File: config.mk
export PLATFORM = sky130hd
export DESIGN_NAME = k_way_merge_streams_unit
export DESIGN_NICKNAME = d
export VERILOG_FILES = /design/src/sv/kwm_pkg.sv /design/src/sv/kwm_cell.sv /design/src/sv/k_way_merge_streams_unit.sv
export VERILOG_INCLUDE_DIRS = /design/src /design/src/sv
export SDC_FILE = /design/constraint.sdc
export NUM_CORES = 2
export LEC_CHECK = 0
export BUFFER_PORTS_ARGS = -buffer_cell sky130_fd_sc_hd__buf_2
export CAP_MARGIN = 10
export CORE_MARGIN = 4
export CORE_UTILIZATION = 63
export CTS_BUF_LIST = sky130_fd_sc_hd__clkbuf_16
export DETAILED_ROUTE_END_ITERATION = 10
export GPL_TIMING_DRIVEN = 0
export PLACE_DENSITY = 0.9
export SLEW_MARGIN = 20
export SYNTH_ARGS = -nofsm -noshare
export SYNTH_HDL_FRONTEND = slang
export SYNTH_SLANG_ARGS = --single-unit
File: constraint.sdc
create_clock -name aclk -period 7.1 [get_ports aclk]
set_clock_uncertainty 0.1 [all_clocks]
set_input_delay 1.065 -clock aclk [delete_from_list [all_inputs] [get_ports aclk]]
set_output_delay 1.065 -clock aclk [all_outputs]
set_load 0.005 [all_outputs]
File: src/sv/k_way_merge_streams_unit_macros.svh
// assertion helpers, clocked on aclk and disabled while aresetn is low
`ifndef K_WAY_MERGE_STREAMS_UNIT_MACROS_SVH
`define K_WAY_MERGE_STREAMS_UNIT_MACROS_SVH

`ifndef NO_ASSERTIONS

`define KWM_ASSERT(lbl, prop, msg) \
    lbl: assert property (@(posedge aclk) disable iff (!aresetn) prop) else $error(msg);

`define KWM_NEVER(lbl, cond, msg) \
    lbl: assert property (@(posedge aclk) disable iff (!aresetn) !(cond)) else $error(msg);

`else

`define KWM_ASSERT(lbl, prop, msg)

`define KWM_NEVER(lbl, cond, msg)

`endif

`endif

File: src/sv/kwm_pkg.sv
`default_nettype none

package kwm_pkg;

    localparam int MAX_LISTS   = 16;
    localparam int VALUE_WIDTH = 32;
    localparam int LIST_W      = $clog2(MAX_LISTS);
    localparam int COUNT_W     = $clog2(MAX_LISTS + 1);

    localparam logic [1:0] SLOT_EMPTY = 2'd0;
    localparam logic [1:0] SLOT_HOLD  = 2'd1;
    localparam logic [1:0] SLOT_END   = 2'd2;

    // flipping the sign bit turns signed order into unsigned order
    localparam logic [VALUE_WIDTH-1:0] SIGN_FLIP = {1'b1, {(VALUE_WIDTH-1){1'b0}}};

    typedef struct packed {
        logic [LIST_W-1:0]             list_number;
        logic signed [VALUE_WIDTH-1:0] element_value;
        logic                          list_ended;
    } in_item_t;

    typedef struct packed {
        logic signed [VALUE_WIDTH-1:0] merged_value;
        logic [LIST_W-1:0]             source_list;
        logic                          merge_done;
        logic                          bad_input;
    } out_item_t;

    // running minimum carried along the row of cells
    typedef struct packed {
        logic                   valid;
        logic                   found;
        logic                   ready;
        logic [VALUE_WIDTH-1:0] key;
        logic [LIST_W-1:0]      idx;
    } scan_t;

    typedef struct packed {
        logic       load;
        logic [1:0] load_status;
        logic       clear;
    } cell_ctl_t;

endpackage

`default_nettype wire

File: src/sv/kwm_cell.sv
`default_nettype none

module kwm_cell (
    input  wire logic                                   aclk,
    input  wire logic                                   aresetn,
    input  wire logic                                   active,
    input  wire logic [kwm_pkg::LIST_W-1:0]             cell_index,
    input  wire kwm_pkg::cell_ctl_t                     ctl,
    input  wire logic signed [kwm_pkg::VALUE_WIDTH-1:0] wr_value,
    input  wire kwm_pkg::scan_t                         scan_in,
    output kwm_pkg::scan_t                              scan_out,
    output logic [1:0]                                  status
);

    logic [1:0]                      status_reg;
    logic [kwm_pkg::VALUE_WIDTH-1:0] key_reg;
    kwm_pkg::scan_t                  scan_reg;
    kwm_pkg::scan_t                  scan_next;

    always_ff @(posedge aclk) begin
        if (!aresetn) begin
            status_reg <= kwm_pkg::SLOT_EMPTY;
        end else if (ctl.clear) begin
            status_reg <= kwm_pkg::SLOT_EMPTY;
        end else if (ctl.load) begin
            status_reg <= ctl.load_status;
        end
    end

    // head kept in offset-binary form
    always_ff @(posedge aclk) begin
        if (ctl.load && ctl.load_status == kwm_pkg::SLOT_HOLD) begin
            key_reg <= wr_value ^ kwm_pkg::SIGN_FLIP;
        end
    end

    always_comb begin
        scan_next = scan_in;
        if (scan_in.valid && active) begin
            if (status_reg == kwm_pkg::SLOT_EMPTY) begin
                scan_next.ready = 1'b0;
            end else if (status_reg == kwm_pkg::SLOT_HOLD) begin
                // strict compare keeps the lower index on ties
                if (!scan_in.found || key_reg < scan_in.key) begin
                    scan_next.found = 1'b1;
                    scan_next.key   = key_reg;
                    scan_next.idx   = cell_index;
                end
            end
        end
    end

    always_ff @(posedge aclk) begin
        if (!aresetn) begin
            scan_reg <= '0;
        end else begin
            scan_reg <= scan_next;
        end
    end

    assign scan_out = scan_reg;
    assign status   = status_reg;

endmodule

`default_nettype wire

File: src/sv/k_way_merge_streams_unit.sv
// k-way merge of up to 16 ascending signed 32-bit streams. Each request on s_ carries the
// next element of one list or its end marker; once every list in use holds a head or has
// ended, the smallest head (lower list on ties) comes out on m_ and source_list names the
// list to refill. When every list in use has ended a merge_done result comes out and all
// slots clear. A request for a list beyond lists_in_use or for a slot already filled comes
// back with bad_input set and changes nothing. The heads live in a row of 16 cells and the
// minimum search travels down that row one cell per clock, the first cell working in the
// launch cycle. A stored request has its answer captured in the output register when the
// search leaves the last cell; a bad request is answered at the edge that accepts it.
// Only one request is in flight, and the next is taken once the search is over and any
// result has left the output register. lists_in_use is written through cfg_ and values
// above 16 count as 16.
`default_nettype none

`include "k_way_merge_streams_unit_macros.svh"

module k_way_merge_streams_unit (
    input  wire logic                            aclk,
    input  wire logic                            aresetn,
    input  wire logic                            cfg_valid,
    output logic                                 cfg_ready,
    input  wire logic [kwm_pkg::COUNT_W-1:0]     cfg_data,
    input  wire logic                            s_valid,
    output logic                                 s_ready,
    input  wire kwm_pkg::in_item_t               s_data,
    output logic                                 m_valid,
    input  wire logic                            m_ready,
    output kwm_pkg::out_item_t                   m_data
);

    localparam logic ST_IDLE = 1'b0;
    localparam logic ST_SCAN = 1'b1;

    logic                          state_reg;
    logic                          state_next;
    logic                          launch_reg;
    logic                          launch_next;
    logic                          m_valid_reg;
    logic                          m_valid_next;
    kwm_pkg::out_item_t            out_reg;
    kwm_pkg::out_item_t            out_next;
    logic [kwm_pkg::COUNT_W-1:0]   lists_reg;
    logic [kwm_pkg::COUNT_W-1:0]   count_eff;

    kwm_pkg::scan_t                chain [kwm_pkg::MAX_LISTS+1];
    kwm_pkg::cell_ctl_t            ctl [kwm_pkg::MAX_LISTS];
    logic [1:0]                    status_arr [kwm_pkg::MAX_LISTS];
    logic [kwm_pkg::MAX_LISTS-1:0] active;
    logic [kwm_pkg::MAX_LISTS:0]   token_vec;

    logic                          s_accept;
    logic                          bad;
    logic                          scan_done;
    logic                          take;
    logic                          clear_all;
    logic                          all_empty;

    assign cfg_ready = 1'b1;

    always_ff @(posedge aclk) begin
        if (!aresetn) begin
            lists_reg <= kwm_pkg::COUNT_W'(kwm_pkg::MAX_LISTS);
        end else if (cfg_valid && cfg_ready) begin
            lists_reg <= cfg_data;
        end
    end

    assign count_eff = (lists_reg > kwm_pkg::COUNT_W'(kwm_pkg::MAX_LISTS))
                     ? kwm_pkg::COUNT_W'(kwm_pkg::MAX_LISTS) : lists_reg;

    assign s_ready  = (state_reg == ST_IDLE) && !m_valid_reg;
    assign s_accept = s_valid && s_ready;
    assign bad      = ({1'b0, s_data.list_number} >= count_eff)
                   || (status_arr[s_data.list_number] != kwm_pkg::SLOT_EMPTY);

    assign chain[0] = '{valid: launch_reg, found: 1'b0, ready: 1'b1,
                        key: '0, idx: '0};

    assign scan_done = (state_reg == ST_SCAN) && chain[kwm_pkg::MAX_LISTS].valid;
    assign take      = scan_done && chain[kwm_pkg::MAX_LISTS].ready
                    && chain[kwm_pkg::MAX_LISTS].found;
    assign clear_all = scan_done && chain[kwm_pkg::MAX_LISTS].ready
                    && !chain[kwm_pkg::MAX_LISTS].found;

    genvar gi;
    generate
        for (gi = 0; gi < kwm_pkg::MAX_LISTS; gi++) begin : g_cell
            assign active[gi] = kwm_pkg::COUNT_W'(gi) < count_eff;

            always_comb begin
                ctl[gi].load        = s_accept && !bad
                                   && (s_data.list_number == kwm_pkg::LIST_W'(gi));
                ctl[gi].load_status = s_data.list_ended ? kwm_pkg::SLOT_END
                                                        : kwm_pkg::SLOT_HOLD;
                ctl[gi].clear       = clear_all
                                   || (take && chain[kwm_pkg::MAX_LISTS].idx
                                               == kwm_pkg::LIST_W'(gi));
            end

            kwm_cell u_cell (
                .aclk       (aclk),
                .aresetn    (aresetn),
                .active     (active[gi]),
                .cell_index (kwm_pkg::LIST_W'(gi)),
                .ctl        (ctl[gi]),
                .wr_value   (s_data.element_value),
                .scan_in    (chain[gi]),
                .scan_out   (chain[gi+1]),
                .status     (status_arr[gi])
            );
        end
    endgenerate

    always_comb begin
        for (int i = 0; i <= kwm_pkg::MAX_LISTS; i++) begin
            token_vec[i] = chain[i].valid;
        end
    end

    always_comb begin
        all_empty = 1'b1;
        for (int i = 0; i < kwm_pkg::MAX_LISTS; i++) begin
            if (status_arr[i] != kwm_pkg::SLOT_EMPTY) begin
                all_empty = 1'b0;
            end
        end
    end

    always_comb begin
        state_next   = state_reg;
        launch_next  = 1'b0;
        m_valid_next = m_valid_reg;
        out_next     = out_reg;
        if (m_valid_reg && m_ready) begin
            m_valid_next = 1'b0;
        end
        case (state_reg)
            ST_IDLE: begin
                if (s_accept) begin
                    if (bad) begin
                        m_valid_next          = 1'b1;
                        out_next.merged_value = '0;
                        out_next.source_list  = s_data.list_number;
                        out_next.merge_done   = 1'b0;
                        out_next.bad_input    = 1'b1;
                    end else begin
                        state_next  = ST_SCAN;
                        launch_next = 1'b1;
                    end
                end
            end
            ST_SCAN: begin
                if (scan_done) begin
                    state_next = ST_IDLE;
                    if (take) begin
                        m_valid_next          = 1'b1;
                        out_next.merged_value = chain[kwm_pkg::MAX_LISTS].key
                                              ^ kwm_pkg::SIGN_FLIP;
                        out_next.source_list  = chain[kwm_pkg::MAX_LISTS].idx;
                        out_next.merge_done   = 1'b0;
                        out_next.bad_input    = 1'b0;
                    end else if (clear_all) begin
                        m_valid_next          = 1'b1;
                        out_next.merged_value = '0;
                        out_next.source_list  = '0;
                        out_next.merge_done   = 1'b1;
                        out_next.bad_input    = 1'b0;
                    end
                end
            end
            default: begin
                state_next = ST_IDLE;
            end
        endcase
    end

    always_ff @(posedge aclk) begin
        if (!aresetn) begin
            state_reg   <= ST_IDLE;
            launch_reg  <= 1'b0;
            m_valid_reg <= 1'b0;
        end else begin
            state_reg   <= state_next;
            launch_reg  <= launch_next;
            m_valid_reg <= m_valid_next;
        end
    end

    always_ff @(posedge aclk) begin
        out_reg <= out_next;
    end

    assign m_valid = m_valid_reg;
    assign m_data  = out_reg;

    `KWM_ASSERT(a_launch_after_store, s_accept && !bad |=> launch_reg, "store did not launch scan")
    `KWM_ASSERT(a_one_token, $onehot0(token_vec), "more than one scan token in the row")
    `KWM_ASSERT(a_end_in_scan, chain[kwm_pkg::MAX_LISTS].valid |-> state_reg == ST_SCAN, "scan ended outside scan state")
    `KWM_ASSERT(a_done_clears, clear_all |=> all_empty, "done result left a slot filled")
    `KWM_NEVER(a_load_while_full, (take || clear_all || (s_accept && bad)) && m_valid_reg, "result overwrote a waiting result")

endmodule

`default_nettype wire
==> impl_results.md <==
* Outcome: completed
* Hold Fails Final Rpt at 0
* Top Ports at 88
* Yosys top cell by area: edfxtp_1
* Setup Slack @ Placement at 2620 ps
* Root buf cell: clkbuf_16
* Max-cap viol count at 0
* Psw at 0.00302 W
* Critical path endpoint category: register
* Yosys top cell area share at 0.311
* Fraction of layout cells with a size suffix above 1 at 0.0722
* Setup tns final at 0 ps
* Placeable Area at approximately 84000 um^2
* Synth unique cells at 67
* Cell Count Post-Placement at 6211
* Combinational Power Share at 0.034
* Cts repair resizes at 0
* Clock share of power at 0.429
* Final setup margin at between 3000 and 4000 ps
* Die Wd at 298 um
* Wire length per cell at between 20 and 25 um
* Worst-margin pin slew at 1130 ps
* Iter 0 DRT Violations at a little over 4000
* Top cells by area, synth: edfxtp_1 31%, dfxtp_1 24%, ha_1 11%
* Synth Warn # at 0
* Syn_nets at roughly 5500
* # setup viols final at 0
* CTS tree: done
* Vias at a little under 40000
* CP startpoint kind: register
* Starting Density at 0.635
* FMAX at 0.252 GHz
* CTS Buf Count at around 110
* Leak at around 21 nW
* Register bit total from synthesis at 1199
* Unrepaired setup endpoints after global routing: no
* Mapped Area at 53100 um^2
* Post-synthesis cell count at around 5000
* Worst path required time at approximately 7400 ps
* Initial antenna violation count at 9
* Syn avg cell area at ~11 um^2
* Site Rows at approximately 110
* Total track usage at 0.313
* Nets@finish at ~5700
* Finished Layout Cells at 6435
* Clock buffer depth at 3
* Dpl hpwl at a little under 100 mm
* Worst hold path class: reg2reg
* Setup Buffers After CTS at 0
* H-tree depth at 3
* Max FO, Critical Path at 11
* Int Pwr at roughly 0.010 W
* Clock slew at reported path FFs at ~70 ps
* Number of global-route vias before repair at just over 40000
* Post-synth top flop: dfxtp_1
* Routability cong. at between 0.9 and 1
* Die area at 89100 um^2
* Largest net degree at the start of global routing at 40
* Hold buffers post-CTS at 0
* Cell Pwr Density at 229 nW/um^2
* Crit share post-route at 0.560
* Pre-antenna DRT Iters at 8
* WHS at 315 ps
* VDD IR max at 0.000221 V
* Area grow syn2layout at 11.2%
* Drt drc at 0
* Arr. time, crit path at roughly 4300 ps
* Port Buffers at 83
* WS Path Type: reg2reg
* Skew-Pair Late Insertion Delay at 700 ps
* Vias per cell at roughly 6.1
* Post-synthesis sequential area ratio at 0.555
* Antenna Nets Post-Route at 0
* DIE HEIGHT at approximately 300 um
* # clock sinks at ~1200
* Seq pwr share at 0.537
* Minimum clock period at between 3000 and 4000 ps
* Max FFs per register at 609
* Total gr overflow at 0
* Max-slew violations at 0
* EDFF count, synth at 550
* Switching Fraction at 0.224
* Final wirelength at 142 mm
* Global-route wire length before repair at approximately 220 mm
* Post-synth ARST share at 0
* Max-slew headroom at 0.245
## synthesized netlist by cell type (3+ instances only)
cell and number:
o211a_1 8, nand2_2 4, nand2_1 1152, clkbuf_1 131, nand4_1 27, o21a_1 65
o21ai_0 101, a22oi_1 3, nor2_1 116, and3_1 51, nand3_1 43, buf_4 13
inv_1 488, edfxtp_1 550, nor2b_1 22, o221ai_1 4, and4_1 19, a21o_1 16
nor3b_1 15, a221oi_1 15, a211oi_1 23, and2_1 54, nor4b_1 4, mux4_1 3
mux2i_1 485, nor3_2 12, nand2b_1 9, o2111ai_1 3, a21oi_1 217, nor4_1 6
a31oi_1 11, a41oi_1 3, ha_1 469, buf_6 3, and4b_1 3, o211ai_1 11
a221o_1 12, dfxtp_1 649, or3_1 5, o41ai_1 3, a211o_1 4, nor3_1 42
buf_2 52, nor4bb_1 3
## worst max-delay path: stages (launching register included)
cell and delay, ps:
dfxtp_1 300, buf_2 180, buf_2 290, nor2b_1 90, ha_1 260, nand2b_1 150, a21o_1 190, a211oi_1 460
o311ai_4 280, nor3_2 640, buf_4 320, buf_4 220, buf_6 160
## power by group through the flow
stage	combinational [W]	sequential (W)	clock, W
after global routing	0.000475	0.00725	0.00608
after detailed placement	0.000432	0.00741	0
after CTS	0.000440	0.00726	0.00579
after global placement	0.000408	0.00741	0
after floorplan	0.000199	0.00740	0
final	0.000456	0.00726	0.00579
## layout make-up
class	count	area, um^2
plain buffers	201	911
repair buffers	119	866
clock buffers	118	2950
clock inverters	95	599
fillers	5160	24600
multi-input cells	3068	21000
well taps	1134	1420
flip-flops and latches	1199	29500
inverters	490	1840
diodes	11	27.5
## placed cells by master, fill, tap and decap left out, types with 8 or more instances in the layout
cell        synthesis  layout
nand4_1            27      27
a31oi_1            11      11
clkbuf_16           0     118
and3_1             51      51
nor3_4              0      12
o21a_1             65      65
nand2_1          1152    1152
nor3b_1            15      15
a211oi_1           23      23
mux2i_1           485     485
inv_1             488     515
a21oi_1           217     217
o211a_1             8       8
edfxtp_1          550     550
nor2_1            116     116
a221o_1            12      12
clkinv_2            0      22
buf_4              13      21
ha_1              469     469
diode_2             0      11
a221oi_1           15      15
clkbuf_1          131     128
clkinvlp_4          0       8
buf_6               3      11
dfxtp_1           649     649
a21o_1             16      15
o211ai_1           11      11
and4_1             19      19
and2_1             54      54
buf_8               0      20
nand2b_1            9       9
clkinv_1            0      25
nor3_1             42      38
o21ai_0           101     101
nor2b_1            22      22
buf_2              52     135
nand3_1            43      43
## routing by layer
metal,vias up,share of wire,global-route usage
met5,-,0.00027,0
met4,6,0.075,0.206
met3,720,0.087,0.0620
met2,2189,0.49,0.541
met1,18627,0.35,0.353
li1,17408,-,-
## worst paths after layout
kind | startpoint | end | slack (ps) | cells past startpoint
setup / recovery | lists_reg[4]$_SDFFE_PN1P_ | g_cell[6].u_cell.key_reg[0]$_DFFE_PP_ | 3120 | 12
setup reg to reg | lists_reg[4]$_SDFFE_PN1P_ | g_cell[6].u_cell.key_reg[0]$_DFFE_PP_ | 3120 | 12
hold / removal | g_cell[2].u_cell.scan_out[36]$_SDFF_PN0_ | g_cell[3].u_cell.scan_out[36]$_SDFF_PN0_ | 320 | 2
hold reg to reg | g_cell[2].u_cell.scan_out[36]$_SDFF_PN0_ | g_cell[3].u_cell.scan_out[36]$_SDFF_PN0_ | 320 | 2
## metrics by stage
stage	instance area (um^2)	util	total power, W
CTS	59100	0.706	0.0135
finish	59100	0.706	0.0135
global route	59100	0.706	0.0138
floorplan	53100	-	0.00760
global placement	55000	0.657	0.00781
detailed placement	55500	0.663	0.00784
## cell families (layout without fill, tap and decap cells)
group	count (synthesis)	after routing	share of synthesized area
other	1	12	0.0000706
buffers and inverters	691	1023	0.0517
AOI/OAI and AO/OA	513	513	0.0596
and+or+nand+nor	1595	1595	0.129
adders and majority gates	469	469	0.110
muxes	490	490	0.0937
DFF	1199	1199	0.555
Power figures use the tool's default switching activity.
